File: config.mk
export PLATFORM = sky130hd
export DESIGN_NAME = cmt_lane
export DESIGN_NICKNAME = d
export VERILOG_FILES = /design/src/rtl/core/cmt_pkg.sv /design/src/rtl/core/cmt_lane.sv
export SDC_FILE = /design/constraint.sdc
export NUM_CORES = 2
export LEC_CHECK = 0
export BUFFER_PORTS_ARGS = -buffer_cell sky130_fd_sc_hd__buf_2
export CORE_AREA = 2 2 226 228
export CTS_BUF_LIST = sky130_fd_sc_hd__clkbuf_8
export CTS_CLUSTER_SIZE = 25
export DETAILED_ROUTE_END_ITERATION = 10
export DIE_AREA = 0 0 228 230
export PLACE_DENSITY = 0.77
export SETUP_SLACK_MARGIN = 0.3
export SYNTH_ARGS = -nofsm -noshare
export SYNTH_HDL_FRONTEND = slang
export SYNTH_SLANG_ARGS = --single-unit
File: constraint.sdc
create_clock -name clk_i -period 18.8 [get_ports clk_i]
set_clock_uncertainty 0.2 [all_clocks]
set_input_delay 4.7 -clock clk_i [delete_from_list [all_inputs] [get_ports clk_i]]
set_output_delay 4.7 -clock clk_i [all_outputs]
set_load 0.03 [all_outputs]
File: src/rtl/core/cmt_pkg.sv
package cmt_pkg;

  // Fixed register layout: four 16-bit two's complement lanes per 64-bit row
  localparam int unsigned LANE_BITS = 16;
  localparam int unsigned NUM_CHANS = 4;
  localparam int unsigned NUM_ROWS = 5;
  localparam int unsigned REG_BITS = NUM_CHANS * LANE_BITS;
  localparam int unsigned CFG_IDX_BITS = 3;

  // Pipeline depth: product, sum, round/saturate
  localparam int unsigned NUM_STAGES = 3;

  // Register indexes of the configuration port
  typedef enum logic [CFG_IDX_BITS-1:0] {
    CFG_RED_ROW    = 3'd0,
    CFG_GREEN_ROW  = 3'd1,
    CFG_BLUE_ROW   = 3'd2,
    CFG_ALPHA_ROW  = 3'd3,
    CFG_OFFSET_ROW = 3'd4
  } cfg_index_e;

  // Stage load enables from the pipeline control to the datapath lanes
  typedef struct packed {
    logic [NUM_STAGES-1:0] load;
  } stage_ctl_t;

endpackage

File: src/rtl/core/cmt_lane.sv
module cmt_lane #(
  parameter int unsigned CHANNEL_BITS   = 8,
  parameter int unsigned COEF_FRAC_BITS = 12
) (
  input  logic                                                      clk_i,
  input  cmt_pkg::stage_ctl_t                                       ctl_i,
  input  logic [cmt_pkg::NUM_CHANS-1:0][CHANNEL_BITS-1:0]           pixel_i,
  input  logic [cmt_pkg::NUM_ROWS-1:0][cmt_pkg::LANE_BITS-1:0]      coef_i,
  output logic [CHANNEL_BITS-1:0]                                   chan_o,
  output logic                                                      clamp_o
);

  localparam int unsigned PROD_W = CHANNEL_BITS + cmt_pkg::LANE_BITS + 1;
  localparam int unsigned ACC_W  = PROD_W + 3;
  localparam int unsigned NR     = cmt_pkg::NUM_ROWS;
  localparam int unsigned NC     = cmt_pkg::NUM_CHANS;

  logic signed [PROD_W-1:0] prod_d [NR];
  logic signed [PROD_W-1:0] prod_q [NR];
  logic signed [ACC_W-1:0]  sum_d;
  logic signed [ACC_W-1:0]  sum_q;
  logic signed [ACC_W-1:0]  biased;
  logic signed [ACC_W-1:0]  scaled;
  logic signed [ACC_W-1:0]  full_ext;
  logic [CHANNEL_BITS-1:0]  chan_d;
  logic [CHANNEL_BITS-1:0]  chan_q;
  logic                     clamp_d;
  logic                     clamp_q;
  logic signed [CHANNEL_BITS:0] full_px;

  // Products: each channel times its coefficient, offset times full scale
  assign full_px = $signed({1'b0, {CHANNEL_BITS{1'b1}}});

  always_comb begin
    for (int j = 0; j < NC; j++) begin
      prod_d[j] = $signed({1'b0, pixel_i[j]}) * $signed(coef_i[j]);
    end
    prod_d[NR-1] = full_px * $signed(coef_i[NR-1]);
  end

  always_ff @(posedge clk_i) begin
    if (ctl_i.load[0]) begin
      prod_q <= prod_d;
    end
  end

  // Accumulate the five products
  always_comb begin
    sum_d = '0;
    for (int j = 0; j < NR; j++) begin
      sum_d = sum_d + ACC_W'(prod_q[j]);
    end
  end

  always_ff @(posedge clk_i) begin
    if (ctl_i.load[1]) begin
      sum_q <= sum_d;
    end
  end

  // Round half up, drop the fraction, saturate to 0..full scale
  always_comb begin
    full_ext = $signed(ACC_W'({CHANNEL_BITS{1'b1}}));
    biased   = sum_q + $signed(ACC_W'(1) << (COEF_FRAC_BITS - 1));
    scaled   = biased >>> COEF_FRAC_BITS;
    if (biased[ACC_W-1]) begin
      chan_d  = '0;
      clamp_d = 1'b1;
    end else if (scaled > full_ext) begin
      chan_d  = {CHANNEL_BITS{1'b1}};
      clamp_d = 1'b1;
    end else begin
      chan_d  = scaled[CHANNEL_BITS-1:0];
      clamp_d = 1'b0;
    end
  end

  always_ff @(posedge clk_i) begin
    if (ctl_i.load[2]) begin
      chan_q  <= chan_d;
      clamp_q <= clamp_d;
    end
  end

  assign chan_o  = chan_q;
  assign clamp_o = clamp_q;

endmodule

==> results.md <==
* Synthesized flop and latch total at 151
* Die Y at 230 microns
* WL final at between 60000 and 70000 microns
* Global-route wire length before repair at 109000 microns
* Starting density of the core at 60.3%
* Area grow syn2layout at 5.62%
* Vias per cell at approximately 5.3
* Worst-Margin Slew at 0.888 ns
* Status: completed
* CP cell instances: buf_2 -> nand2_1 -> fa_1 -> inv_1 -> fa_1 -> fa_1 -> inv_1 -> fa_1 -> inv_1 -> ha_1 -> a211o_1 -> o2111a_1 -> o21ai_1 -> a31o_2 -> nor2_1 -> a2111oi_0
* Final ANT Viol Nets at 0
* Setup TNS at 0 ns
* Hold_buf cts at 0
* Fin crit share at 50.2%
* Slew headroom at 40.8%
* Total of cells resized after clock tree synthesis at 0
* First-pass DRT Iterations at 5
* Mapped Nets at roughly 4100
* Syn Std Cell Area at 30100 sq um
* Number of setup buffers added after CTS at 0
* Sequential area share after synthesis at 15.1%
* Critical path class: in -> reg
* Yosys top cell by area: fa_1
* CTS tree: built
* Largest net degree at the start of global routing at 71
* Num CTS Buffers at 17
* Ys Warns at 0
* Initial antenna violation count at 2
* # port buffers at 124
* Cell count after synthesis at 3163
* Skew-Pair Late Insertion Delay at 0.47 ns
* GRT overflow at 0
* RSZ-0062 raised after global routing: false
* Final Hold Vio Count at 0
* Cell family with most CP delay: adder cells
* RePlAce Congestion at ~0.95
* CP required at 18.76 ns
* DRC violations left at 0
* Top-area cell type share of the netlist area at 37.1%
* Vias in the first global route at 22697
* Post-detail-place hpwl at about 54000 microns
* Slowest-stage cell, CP: a2111oi_0
* Area contributors post-synth: fa_1, edfxtp_1, ha_1
* Clk pin slew, worst setup/hold paths at approximately 0.09 ns
* Hold Crit Class: reg -> reg
* Cell mode on critical path: fa_1
* Root buffer cell: clkbuf_8
* Share of cells above drive strength 1 at 5.65%
* Worst EP arrival at 9.40 ns
* Final nets at 4214
* Sink Count at between 150 and 200
* Final Max Tran Viols at 0
* I/O pins at 125
* Max incr delay on CP at 0.66 ns
* Max cap viols at 0
* Worst-case clock buffer depth at 2
* Yosys cell types at 76
* Fmax at approximately 110 MHz
* Worst-path maximum fanout at 16
* Post-synth ARST share at 0%
* All-Layer GR Usage at roughly a quarter
* Vias at 21008
* Setup Viol. Count Final at 0
* Top_reg_cell synth: edfxtp_1
* Crit path capture type: flop
* H-tree Lvls at 4
* Core Region at approximately 50000 sq um
* Initial DRC count at 1429
* Post-synth EDFFs at 151
* Crit start category: input port
* Buffer and inverter count on the worst path at 4
* Drt wl/cell at 15.9 microns
* Die span in x at 228 microns
* Clock period minus worst slack at 9.44 ns
* Avg Cell Area, Syn at between 9 and 10 sq um
* Die area at 52400 sq um
* Row count at 82
## logic make-up (layout without fill, tap and decap cells)
kind of cell | after synthesis | count (layout) | share of synthesized area, %
adder cells (fa/ha/maj) | 837 | 837 | 48.7
AND/OR/NAND/NOR | 768 | 768 | 13.0
AO/OA/AOI/OAI | 334 | 334 | 7.38
flip-flops | 151 | 151 | 15.1
multiplexers | 7 | 7 | 0.241
XOR/XNOR | 136 | 136 | 3.96
buffers and inverters | 930 | 1041 | 11.6
other | 0 | 2 | 0
## state kept, by name, summed over array words and instances, names as in the netlist
| signal | flops |
|---|---|
| clamp_o | 1 |
| sum_q | 17 |
| chan_o | 8 |
| prod_q | 125 |
## Yosys cell counts, types with 5 or more instances
cell	instances
inv_1	884
fa_1	557
and2_1	288
nand2_1	285
ha_1	280
edfxtp_1	151
a21oi_1	107
xnor2_1	89
nor2_1	74
o21ai_0	52
xor2_1	47
clkbuf_1	45
a21o_1	38
nor3_1	21
nand3_1	19
a211oi_1	16
a31oi_1	15
nand4_1	15
nand2b_1	14
o21a_1	12
o211ai_1	11
and3_1	10
nor2b_1	10
o21bai_1	9
or2_2	7
a2111oi_0	6
a211o_1	6
a31o_2	6
o31ai_1	6
mux2i_1	5
nor4_1	5
o21ai_1	5
or3_1	5
## final timing paths
path                            cells after the start         from         end  slack (ns)
worst max-delay path                               16  pixel_i[24]  prod_q[44]        9.36
worst min-delay path                                3    sum_q[12]   chan_o[0]        0.54
worst max register to register                     15   prod_q[17]   sum_q[27]       14.27
worst min register to register                      3    sum_q[12]   chan_o[0]        0.54
## final cells by class
cell class | count | area (sq um)
antenna | 2 | 5.00
clock buffer | 17 | 234
clock inverter | 15 | 155
fill | 4106 | 18100
inverter | 884 | 3320
multi-input combinational | 2082 | 22000
sequential | 151 | 4530
tap | 672 | 841
timing repair buffer | 125 | 631
## cells in the final DEF (no fill, tap or decap), types with 47 or more instances in the layout
cell / instances
o21ai_0: 52
edfxtp_1: 151
ha_1: 280
fa_1: 557
and2_1: 288
xor2_1: 47
xnor2_1: 89
a21oi_1: 107
buf_2: 123
inv_1: 886
nand2_1: 285
nor2_1: 74
## worst register-to-register path, delay by kind of cell, from the launching register on
family / cells / cell delay [ns]
compound gates: 5 / 1.17
fa+ha+maj: 4 / 1.87
simple gates: 1 / 0.40
flops: 1 / 0.36
buf+inv: 4 / 0.21
mux: 1 / 0.12
## per-layer routing
layer	share of wire [%]	up-vias	track usage, %
met5	0	-	0
met4	2.2	0	6.45
met3	4.0	100	2.46
met2	50	513	44.9
met1	43	10561	34.1
li1	-	9834	-
## metrics by stage
step	util [%]	hold WS, ns	std cells	worst slack [ns]	cell area, sq um
3_3_place_gp	62.9	0.492	3914	9.02	31400
5_1_grt	63.7	0.578	3948	9.15	31800
4_1_cts	63.7	0.535	3946	9.34	31800
2_1_floorplan	-	0.444	3163	9.31	30100
6_report	63.7	0.544	3948	9.36	31800
3_5_place_dp	62.9	0.520	3914	8.93	31400
Power is not shown: default switching activity piles up to over one toggle a cycle in this logic, so the estimate is an artifact.
