**src/rtl/core/cmt_pkg.sv**
```systemverilog
package cmt_pkg;

  // Fixed register layout: four 16-bit two's complement lanes per 64-bit row
  localparam int unsigned LANE_BITS = 16;
  localparam int unsigned NUM_CHANS = 4;
  localparam int unsigned NUM_ROWS = 5;
  localparam int unsigned REG_BITS = NUM_CHANS * LANE_BITS;
  localparam int unsigned CFG_IDX_BITS = 3;

  // Pipeline depth: product, sum, round/saturate
  localparam int unsigned NUM_STAGES = 3;

  // Register indexes of the configuration port
  typedef enum logic [CFG_IDX_BITS-1:0] {
    CFG_RED_ROW    = 3'd0,
    CFG_GREEN_ROW  = 3'd1,
    CFG_BLUE_ROW   = 3'd2,
    CFG_ALPHA_ROW  = 3'd3,
    CFG_OFFSET_ROW = 3'd4
  } cfg_index_e;

  // Stage load enables from the pipeline control to the datapath lanes
  typedef struct packed {
    logic [NUM_STAGES-1:0] load;
  } stage_ctl_t;

endpackage

```
**src/rtl/core/cmt_pipe_ctrl.sv**
```systemverilog
module cmt_pipe_ctrl (
  input  logic                clk_i,
  input  logic                rst_ni,
  input  logic                in_valid_i,
  output logic                in_ready_o,
  output logic                out_valid_o,
  input  logic                out_ready_i,
  output cmt_pkg::stage_ctl_t ctl_o
);

  localparam int unsigned NS = cmt_pkg::NUM_STAGES;

  logic [NS-1:0] valid_q;
  logic [NS-1:0] valid_d;
  logic [NS:0]   stage_ready;
  logic [NS-1:0] stage_valid;

  // A stage may load when it is empty or its item moves on this cycle
  always_comb begin
    stage_ready[NS] = out_ready_i;
    stage_valid[0]  = in_valid_i;
    for (int s = NS - 1; s >= 0; s--) begin
      stage_ready[s] = !valid_q[s] || stage_ready[s+1];
    end
    for (int s = 0; s < NS - 1; s++) begin
      stage_valid[s+1] = valid_q[s];
    end
    for (int s = 0; s < NS; s++) begin
      ctl_o.load[s] = stage_ready[s];
      valid_d[s]    = stage_ready[s] ? stage_valid[s] : valid_q[s];
    end
  end

  // Advance the valid bits along with the data
  always_ff @(posedge clk_i or negedge rst_ni) begin
    if (!rst_ni) begin
      valid_q <= '0;
    end else begin
      valid_q <= valid_d;
    end
  end

  assign in_ready_o  = stage_ready[0];
  assign out_valid_o = valid_q[NS-1];

`ifndef SYNTHESIS
  // Input backpressure only when every stage holds an item
  a_full_when_blocked: assert property (@(posedge clk_i) disable iff (!rst_ni)
    !in_ready_o |-> &valid_q)
    else $error("input stalled with an empty stage");

  // An accepted item occupies the first stage next cycle
  a_accept_fills: assert property (@(posedge clk_i) disable iff (!rst_ni)
    in_valid_i && in_ready_o |=> valid_q[0])
    else $error("accepted item lost at the first stage");

  // A middle item that cannot move is kept
  a_mid_hold: assert property (@(posedge clk_i) disable iff (!rst_ni)
    valid_q[1] && !ctl_o.load[2] |=> valid_q[1])
    else $error("stalled item dropped in the sum stage");
`endif

endmodule

```
**config.mk**
```make
export PLATFORM = sky130hd
export DESIGN_NAME = cmt_pipe_ctrl
export DESIGN_NICKNAME = d
export VERILOG_FILES = /design/src/rtl/core/cmt_pkg.sv /design/src/rtl/core/cmt_pipe_ctrl.sv
export SDC_FILE = /design/constraint.sdc
export NUM_CORES = 1
export LEC_CHECK = 0
export BUFFER_PORTS_ARGS = -buffer_cell sky130_fd_sc_hd__clkbuf_2
export CAP_MARGIN = 40
export CORE_AREA = 2 2 39 41
export DETAILED_ROUTE_END_ITERATION = 10
export DIE_AREA = 0 0 41 43
export SLEW_MARGIN = 40
export SYNTH_ARGS = -nofsm -noshare
export SYNTH_HDL_FRONTEND = slang
export SYNTH_SLANG_ARGS = --single-unit
```
**constraint.sdc**
```tcl
create_clock -name clk_i -period 1.1 [get_ports clk_i]
set_clock_uncertainty 0.15 [all_clocks]
set_input_delay 0.055 -clock clk_i [delete_from_list [all_inputs] [get_ports clk_i]]
set_output_delay 0.055 -clock clk_i [all_outputs]
set_load 0.005 [all_outputs]
```
==> results of run 1 <==
## per-stage QoR
| stage | utilization, % | TNS (ns) | hold WS (ns) | cell area, µm² |
|---|---|---|---|---|
| after floorplan | - | 0 | -0.3906 | 133.9 |
| after global placement | 13.47 | 0 | -0.2919 | 186.4 |
| final | 17.72 | -0.1488 | 0.005571 | 245.2 |
| after global routing | 17.72 | -0.3998 | 0.006387 | 245.2 |
| after detailed placement | 13.47 | 0 | -0.2963 | 186.4 |
| after CTS | 17.18 | -0.1863 | 0.0001985 | 237.7 |
## worst max path at each step
stage	from	endpoint	depth (start not counted)
2_1_floorplan	valid_q[2]$_DFFE_PN0P_	valid_q[0]$_DFFE_PN0P_	2
5_1_grt	valid_q[2]$_DFFE_PN0P_	in_ready_o	3
3_5_place_dp	valid_q[2]$_DFFE_PN0P_	valid_q[0]$_DFFE_PN0P_	2
4_1_cts	valid_q[2]$_DFFE_PN0P_	ctl_o[2]	3
6_report	valid_q[2]$_DFFE_PN0P_	in_ready_o	3
3_3_place_gp	valid_q[2]$_DFFE_PN0P_	valid_q[0]$_DFFE_PN0P_	2
## logic make-up after synthesis
kind of cell,Yosys count,synth area share [%]
AND/OR/NAND/NOR,5,28.97
buffers and inverters,2,8.411
AO/OA/AOI/OAI,1,6.543
flip-flops,3,56.07
## layer usage
layer | part of all wire (%) | up-vias | wire length, µm | GRT usage (%)
met4 | 0 | 0 | 0 | 6.000
met1 | 42 | 61 | 133 | 4.854
met5 | 0 | - | 0 | 0
met2 | 42 | 7 | 133 | 3.750
met3 | 15 | 0 | 46 | 6.283
li1 | - | 62 | - | -
## critical path: stages (launching register included)
cell	delay, ns
dfrtp_1	0.35
nor2b_4	0.17
nand3_2	0.08
clkbuf_2	0.12
## power breakdown
group,switching [mW],internal (mW),leakage [nW]
clock,0.0547,0.136,0.0150
sequential,0.00935,0.121,0.0317
combinational,0.0233,0.0359,0.0706
## cell type report
cell class / count / area, µm²
sequential: 3 / 75.07
fill: 161 / 1139
clock buffer: 4 / 26.28
inverter: 1 / 3.754
tap: 16 / 20.02
timing repair buffer: 11 / 67.56
multi-input combinational: 6 / 52.55
## repair_timing
action	CTS	global route
pin swaps	1	1
endpoints found under the setup margin	3	4
hold endpoints to repair	4	0
setup buffers	0	1
resized for setup	1	1
hold buffers	2	0
## placed cells by master (no fill, tap or decap)
cell type | synthesis | final
dlygate4sd3_1 | 0 | 2
clkbuf_2 | 0 | 7
inv_1 | 1 | 1
nand2b_1 | 2 | 2
a31o_1 | 1 | 1
clkbuf_4 | 0 | 3
buf_2 | 0 | 1
dfrtp_1 | 3 | 3
buf_4 | 1 | 1
nand3_2 | 0 | 1
nand3b_1 | 1 | 1
clkbuf_1 | 0 | 1
nor2b_4 | 1 | 1
==> out/metrics.csv, run 1 <==
stage;metric;value;unit
status;status;complete, but fails checks;
status;failing checks;setup timing;
pwr;Max VDD drop;350.8;µV
critical_path;Worst EP arrival;0.95;ns
logic_synthesis;top_reg_cell synth;dfrtp_1;
clock_tree;CTS H-tree depth;1;
logic_synthesis;post-synth top area share;56.07;%
clock_tree;CTS max path bufs;2;
cells_and_area;Regs by FF count;valid_q (3);
timing;RSZ-0062 raised after global routing;true;
cells_and_area;share of cells above drive strength 1;56.00;%
pwr;Tot Pwr;0.3799;mW
critical_path;Crit Path Class;flip-flop to output port;
place;gpl congestion;0.4688;
clock_tree;clk sinks;3;
critical_path;R2R Path Start;valid_q[1]$_DFFE_PN0P_;
cells_and_area;Non-Filler Instances;41;
timing;Hold Vio Cnt, Final;0;
critical_path;FF-to-FF setup slack;0.09;ns
logic_synthesis;ys async rst share;100.0;%
die;CORE AREA;1384;µm²
logic_synthesis;Cell Area, Synth;133.9;µm²
critical_path;CP endpoint kind;output port;
grt;GRT Overall Usage;4.829;%
die;row count;14;
die;initial core utilization;9.674;%
timing;final setup fails;3;
logic_synthesis;EDFF count, synth;0;
cells_and_area;Area Overhead vs Synth;83.18;%
drt;number of DRC markers in iteration 0;2;
place;DPL Wire Length;215;µm
logic_synthesis;top-count cell post-synth;dfrtp_1;
timing;Final period util;104.7;%
logic_synthesis;Warnings, synthesis;0;
cells_and_area;Largest register FFs;3;
clock_tree;TritonCTS Buffers;3;
timing;max frequency;868.6;MHz
timing;post-route setup slack;-0.05129;ns
grt;remaining global-route overflow;0;
grt;first-pass GRT wire length;448;µm
grt;initial antenna violation count;0;
logic_synthesis;synthesized flop and latch total;3;
drt;DRT Pass-1 Iters;2;
place;dpl ws;0.1165;ns
die;Chip Height;43;µm
place;# port buffers;8;
critical_path;Crit Path Max Fanout;3;
drt;via count;130;
pwr;power per cell area;1549;nW/µm²
grt;largest net degree at the start of global routing;5;
pwr;leakage;0.1173;nW
cells_and_area;Reg with most FFs;valid_q;
logic_synthesis;ranking of synthesized cells by area;dfrtp_1, nor2b_4, nand2b_1;
clock_tree;Clk Latency, worst-skew pair;0.23;ns
grt;vias in the first global route;110;
drt;WL final;313;µm
logic_synthesis;sequential share of the synthesized area;56.07;%
logic_synthesis;Yosys top cell by area;dfrtp_1;
clock_tree;CTS clk-pin slew, worst paths;0.04;ns
cells_and_area;Ant. Diodes;0;
logic_synthesis;Synth cell types;8;
critical_path;CP Launch Type;flip-flop;
timing;Tmin final;1.151;ns
clock_tree;CTS tree;yes;
drt;post-route antenna net violation count;0;
worst_hold_path;Hold Path Class;primary input to asynchronous set/reset pin;
die;Die X;41;µm
critical_path;R2R Path End;valid_q[0]$_DFFE_PN0P_;
die;die area;1763;µm²
logic_synthesis;cell count after synthesis;11;
logic_synthesis;Synth top cells by count;dfrtp_1, nand2b_1;
job;maxcap violations;0;
drt;average wire per standard cell;7.634;µm
timing;Rel. slew slack;90.00;%
timing;pins over their slew limit;0;
timing;worst slew pin tran;0.1500;ns
critical_path;WP data required;0.89;ns
logic_synthesis;Mapped Nets;15;
logic_synthesis;Avg Synthesized Cell Area;12.17;µm²
cells_and_area;fin nets;30;
place;Placed Instances;34;
clock_tree;Clock Root Buffer;clkbuf_4;
die;io pins;9;
drt;Residual DRC;0;
critical_path;cells on worst reg2reg path;2;
drt;vias per cell;3.171;
Power figures use the tool's default switching activity.
==> run 2, diff against run 1 <==
--- a/config.mk
+++ b/config.mk
@@ -10,6 +10,7 @@
 export CORE_AREA = 2 2 39 41
 export DETAILED_ROUTE_END_ITERATION = 10
 export DIE_AREA = 0 0 41 43
+export SETUP_SLACK_MARGIN = 0.1
 export SLEW_MARGIN = 40
 export SYNTH_ARGS = -nofsm -noshare
 export SYNTH_HDL_FRONTEND = slang
==> out/metrics.csv, run 2 (same netlist as run 1, synthesis figures left out) <==
stage;metric;value;unit;change
status;status;complete, but fails checks;;
status;failing checks;setup timing;;
grt;vias in the first global route;116;;+5.5%
drt;post-route antenna net violation count;0;;unchanged
cells_and_area;Largest register FFs;3;;unchanged
clock_tree;CTS max path bufs;2;;unchanged
job;maxcap violations;0;;unchanged
cells_and_area;most frequent cells in the layout;clkbuf_2, clkbuf_4, dfrtp_1;;
critical_path;Crit Path Class;flip-flop to output port;;
cells_and_area;Ant. Diodes;0;;unchanged
die;row count;14;;unchanged
critical_path;Crit path depth;3;;unchanged
drt;number of DRC markers in iteration 0;2;;unchanged
die;Die X;41;µm;unchanged
grt;initial antenna violation count;0;;unchanged
critical_path;FF-to-FF setup slack;0.11;ns;+0.02 ns
timing;worst slew pin tran;0.1443;ns;-0.005770 ns
drt;average wire per standard cell;7.317;µm;-4.2%
pwr;power per cell area;1547;nW/µm²;-0.14%
clock_tree;Clk Latency, worst-skew pair;0.23;ns;about the same
pwr;Tot Pwr;0.3794;mW;-0.14%
drt;vias per cell;3.122;;-1.5%
grt;first-pass GRT wire length;462;µm;+3.1%
drt;Residual DRC;0;;unchanged
critical_path;R2R Path Start;valid_q[2]$_DFFE_PN0P_;;
critical_path;Crit Path Max Fanout;3;;unchanged
critical_path;Slowest-stage cell, CP;dfrtp_1;;
clock_tree;CTS clk-pin slew, worst paths;0.04;ns;about the same
grt;global route hottest layer;met3;;
clock_tree;clk sinks;3;;unchanged
timing;max frequency;862.6;MHz;-0.69%
critical_path;crit path buf inv count;2;;+1
grt;largest net degree at the start of global routing;5;;unchanged
cells_and_area;Filler cells;160;;-0.62%
timing;Rel. slew slack;90.38;%;+0.38 points
pwr;Max VDD drop;348.2;µV;-0.73%
die;io pins;9;;unchanged
critical_path;CP Launch Type;flip-flop;;
cells_and_area;Area Overhead vs Synth;83.18;%;unchanged
clock_tree;CTS tree;yes;;
cells_and_area;Regs by FF count;valid_q (3);;
drt;WL final;300;µm;-4.2%
timing;pins over their slew limit;0;;unchanged
critical_path;worst path cell trace;nor2b_4 > inv_1 > clkbuf_2;;
grt;GRT Overall Usage;4.930;%;+0.10 points
cells_and_area;fin nets;30;;unchanged
timing;Final period util;105.4;%;+0.73 points
cells_and_area;share of cells above drive strength 1;56.00;%;unchanged
place;dpl ws;0.1165;ns;unchanged
cells_and_area;most common cell after layout, fill and taps aside;clkbuf_2;;
place;DPL Wire Length;215;µm;unchanged
critical_path;CP delay by family, top;flip-flops;;
die;CORE AREA;1384;µm²;unchanged
critical_path;Max stage delay on crit path;0.38;ns;+0.03 ns
timing;final setup fails;3;;unchanged
cells_and_area;Reg with most FFs;valid_q;;
critical_path;WP data required;0.89;ns;about the same
clock_tree;TritonCTS Buffers;3;;unchanged
timing;post-route setup slack;-0.05929;ns;-0.008007 ns
die;die area;1763;µm²;unchanged
timing;Tmin final;1.159;ns;+0.008007 ns
clock_tree;CTS H-tree depth;1;;unchanged
timing;RSZ-0062 raised after global routing;true;;
grt;met3 usage;6.283;%;unchanged
critical_path;cells on worst reg2reg path;2;;unchanged
critical_path;Worst EP arrival;0.95;ns;about the same
worst_hold_path;Hold Path Class;primary input to asynchronous set/reset pin;;
pwr;leakage;0.1173;nW;about the same
critical_path;R2R Path End;valid_q[0]$_DFFE_PN0P_;;
place;gpl congestion;0.4688;;unchanged
critical_path;CP endpoint kind;output port;;
grt;remaining global-route overflow;0;;unchanged
grt;met1 global-route usage;4.854;%;unchanged
drt;DRT Pass-1 Iters;4;;+2
place;# port buffers;8;;unchanged
die;Chip Height;43;µm;unchanged
die;initial core utilization;9.674;%;unchanged
grt;met2 usage;4.063;%;+0.31 points
timing;Hold Vio Cnt, Final;0;;unchanged
drt;via count;128;;-1.5%
clock_tree;Clock Root Buffer;clkbuf_4;;
[run 2: cell counts in the layout (fill, tap and decap cells not counted)]
Identical to the previous run, type by type.
[run 2: where the power goes]
| group | switching, mW | leakage (nW) | total (mW) | internal (mW) |
|---|---|---|---|---|
| clock network | 0.0549 | 0.0150 | 0.191 | 0.136 |
| registers | 0.00911 | 0.0317 | 0.130 | 0.121 |
| logic | 0.0229 | 0.0706 | 0.0587 | 0.0358 |
[run 2: worst max-delay path by stage]
stage	startpoint	end	slack (ns)
finish	valid_q[2]$_DFFE_PN0P_	ctl_o[2]	-0.06
global route	valid_q[2]$_DFFE_PN0P_	in_ready_o	-0.12
detailed placement	valid_q[2]$_DFFE_PN0P_	valid_q[0]$_DFFE_PN0P_	0.12
global placement	valid_q[2]$_DFFE_PN0P_	valid_q[0]$_DFFE_PN0P_	0.13
floorplan	valid_q[2]$_DFFE_PN0P_	valid_q[0]$_DFFE_PN0P_	0.12
CTS	valid_q[2]$_DFFE_PN0P_	ctl_o[2]	-0.06
[run 2: metal layers]
layer  routed length, µm  vias up
li1                    -       62
met1                 135       59
met4                   0        0
met2                 118        7
met3                  46        0
met5                   0        -
[run 2: area by class of cell]
cell class | count | area [µm²] | area share [%]
Timing Repair Buffer | 11 | 67.56 | 27.55
Multi-Input combinational cell | 6 | 52.55 | 21.43
Tap cell | 16 | 20.02 | 8.163
Inverter | 1 | 3.754 | 1.531
Clock buffer | 4 | 26.28 | 10.71
Sequential cell | 3 | 75.07 | 30.61
[run 2: per-stage QoR]
step                setup TNS [ns]  area [µm²]  cells  util, %  hold slack (ns)
finish                     -0.1548       245.2     41    17.72         0.003101
global placement                 0       186.4     34    13.47          -0.2919
floorplan                        0       133.9     11        -          -0.3906
CTS                        -0.1868       245.2     41    17.72        0.0001985
detailed placement               0       186.4     34    13.47          -0.2963
global route               -0.3660       245.2     41    17.72         0.006387
[run 2: repair_timing]
| action | 4_1_cts | 5_1_grt |
|---|---|---|
| buffers inserted | 1 | 0 |
| hold buffers | 2 | 0 |
| setup endpoints to repair | 4 | 6 |
| hold endpoints to repair | 4 | 0 |
| resized for setup | 1 | 1 |
| pin swaps | 2 | 0 |
==> run 3, diff against run 2 <==
==> constraint.sdc (replaced) <==
create_clock -name clk_i -period 1 [get_ports clk_i]
set_clock_uncertainty 0.15 [all_clocks]
set_input_delay 0.05 -clock clk_i [delete_from_list [all_inputs] [get_ports clk_i]]
set_output_delay 0.05 -clock clk_i [all_outputs]
set_load 0.005 [all_outputs]
==> out/metrics.csv, run 3 (same netlist as run 1, synthesis figures left out) <==
stage;metric;value;unit;change
drt;post-route antenna net violation count;0;;unchanged
grt;met2 usage;5.625;%;+1.6 points
clock_tree;clk sinks;3;;unchanged
status;failing checks;hold timing, setup timing;;
critical_path;cells on worst reg2reg path;5;;+3
clock_tree;Clk Latency, worst-skew pair;0.24;ns;about the same
die;CORE AREA;1384;µm²;unchanged
place;# port buffers;8;;unchanged
cells_and_area;most common cell after layout, fill and taps aside;clkbuf_2;;
die;Chip Height;43;µm;unchanged
critical_path;Crit Path Class;flip-flop to output port;;
clock_tree;Clock Root Buffer;clkbuf_4;;
cells_and_area;share of cells above drive strength 1;64.29;%;+8.3 points
place;gpl congestion;0.5297;;+13%
grt;global route hottest layer;met3;;
critical_path;WP data required;0.80;ns;-0.09 ns
cells_and_area;fin nets;33;;+10%
die;initial core utilization;9.674;%;unchanged
timing;final hold slack;-0.004474;ns;-0.007575 ns
critical_path;Slowest-stage cell, CP;dfrtp_1;;
critical_path;R2R Path Start;valid_q[2]$_DFFE_PN0P_;;
clock_tree;TritonCTS Buffers;3;;unchanged
worst_hold_path;Hold Path Class;primary input to asynchronous set/reset pin;;
clock_tree;CTS H-tree depth;1;;unchanged
job;maxcap violations;0;;unchanged
grt;GRT Overall Usage;5.906;%;+0.98 points
timing;final setup fails;6;;+3
timing;post-route setup slack;-0.1687;ns;-0.1094 ns
timing;Rel. slew slack;89.38;%;-1.0 points
cells_and_area;most frequent cells in the layout;clkbuf_2, clkbuf_4, buf_4, dfrtp_1;;
drt;average wire per standard cell;9.545;µm;+30%
cells_and_area;Reg with most FFs;valid_q;;
critical_path;Worst EP arrival;0.97;ns;+0.02 ns
timing;Final TNS setup;-0.7508;ns;-0.5960 ns
critical_path;Max stage delay on crit path;0.35;ns;-0.03 ns
critical_path;CP Launch Type;flip-flop;;
grt;met3 usage;11.52;%;+5.2 points
timing;max frequency;855.6;MHz;
pwr;Max VDD drop;584.7;µV;+68%
grt;initial antenna violation count;0;;unchanged
status;status;complete, but fails checks;;
clock_tree;CTS tree;yes;;
pwr;leakage;0.1314;nW;+12%
clock_tree;CTS max path bufs;2;;unchanged
cells_and_area;Regs by FF count;valid_q (3);;
cells_and_area;footprint of the multi-input gates;52.55;µm²;unchanged
cells_and_area;Largest register FFs;3;;unchanged
cells_and_area;Ant. Diodes;0;;unchanged
drt;number of DRC markers in iteration 0;1;;-1
cells_and_area;Filler cells;151;;-5.6%
critical_path;Crit Path Max Fanout;3;;unchanged
critical_path;FF-to-FF setup slack;-0.10;ns;-0.21 ns
cells_and_area;Area Overhead vs Synth;102.8;%;
grt;largest net degree at the start of global routing;5;;unchanged
drt;WL final;420;µm;+40%
timing;worst slew pin tran;0.1593;ns;+0.01499 ns
cells_and_area;FF+latch area;75.07;µm²;unchanged
drt;DRT Pass-1 Iters;2;;-2
die;io pins;9;;unchanged
pwr;power per cell area;1634;nW/µm²;+5.6%
drt;vias per cell;3.136;;+0.46%
critical_path;CP delay by family, top;flip-flops;;
timing;Final period util;116.9;%;
critical_path;CP endpoint kind;output port;;
grt;met1 global-route usage;5.096;%;+0.24 points
timing;Hold Vio Cnt, Final;3;;+3
grt;vias in the first global route;134;;+16%
place;DPL Wire Length;280.1;µm;+30%
die;row count;14;;unchanged
critical_path;crit path buf inv count;1;;-1
pwr;Tot Pwr;0.4436;mW;+17%
timing;pins over their slew limit;0;;unchanged
timing;RSZ-0062 raised after global routing;true;;
grt;remaining global-route overflow;0;;unchanged
critical_path;worst path cell trace;nor2b_4 > nand3_2 > clkbuf_2;;
timing;Tmin final;1.169;ns;
critical_path;R2R Path End;valid_q[1]$_DFFE_PN0P_;;
grt;first-pass GRT wire length;524;µm;+13%
drt;via count;138;;+7.8%
clock_tree;CTS clk-pin slew, worst paths;0.04;ns;about the same
die;die area;1763;µm²;unchanged
die;Die X;41;µm;unchanged
drt;Residual DRC;0;;unchanged
run 3: cell count changes in the layout (fill, tap and decap cells not counted), sizes merged:
cell / before / now
buf: 2 / 5
run 3: per-stage QoR:
step	hold slack (ns)	cell area [µm²]	cells	setup slack [ns]	util, %
2_1_floorplan	-0.3956	142.6	11	0.05969	-
6_report	-0.004474	271.5	44	-0.1687	19.62
5_1_grt	0.001437	271.5	44	-0.2430	19.62
3_5_place_dp	-0.3008	191.4	34	0.04571	13.83
3_3_place_gp	-0.2987	191.4	34	0.05972	13.83
4_1_cts	-0.006665	264.0	43	-0.1836	19.08
run 3: layout make-up:
class	instances	area share (%)
clock buffers	4	9.677
inverters	1	1.382
multi-input cells	6	19.35
flip-flops and latches	3	27.65
well taps	16	7.373
repair buffers	14	34.56
run 3: where the power goes:
group | switching [mW] | internal, mW | leakage, nW
Combinational | 0.0310 | 0.0540 | 0.0847
Clock | 0.0656 | 0.150 | 0.0150
Sequential | 0.0104 | 0.133 | 0.0317
Total | 0.107 | 0.337 | 0.131
run 3: worst register-to-register path, stage by stage (launching register included):
cell	delay [ns]
dfrtp_1	0.38
buf_4	0.14
nand3b_1	0.08
buf_4	0.11
buf_4	0.09
nand2b_1	0.05
run 3: worst max-delay path by stage:
stage               slack, ns                    from                endpoint  cells after the start
floorplan                0.06  valid_q[2]$_DFFE_PN0P_  valid_q[0]$_DFFE_PN0P_                      2
global placement         0.06  valid_q[2]$_DFFE_PN0P_  valid_q[0]$_DFFE_PN0P_                      2
detailed placement       0.05  valid_q[2]$_DFFE_PN0P_  valid_q[0]$_DFFE_PN0P_                      2
CTS                     -0.18  valid_q[2]$_DFFE_PN0P_              in_ready_o                      3
global route            -0.24  valid_q[2]$_DFFE_PN0P_              in_ready_o                      3
finish                  -0.17  valid_q[2]$_DFFE_PN0P_              in_ready_o                      3
run 3: repair_timing:
action	CTS	global route
endpoints found under the hold margin	4	0
setup buffers	4	2
pin swaps	1	0
resized for setup	2	2
endpoints found under the setup margin	7	8
hold buffers	2	0
run 3: layer usage:
| layer | share of wire (%) | wire [µm] | vias up |
|---|---|---|---|
| li1 | - | - | 71 |
| met1 | 44 | 184 | 55 |
| met2 | 32 | 135 | 12 |
| met3 | 24 | 100 | 0 |
| met4 | 0 | 0 | 0 |
| met5 | 0 | 0 | - |
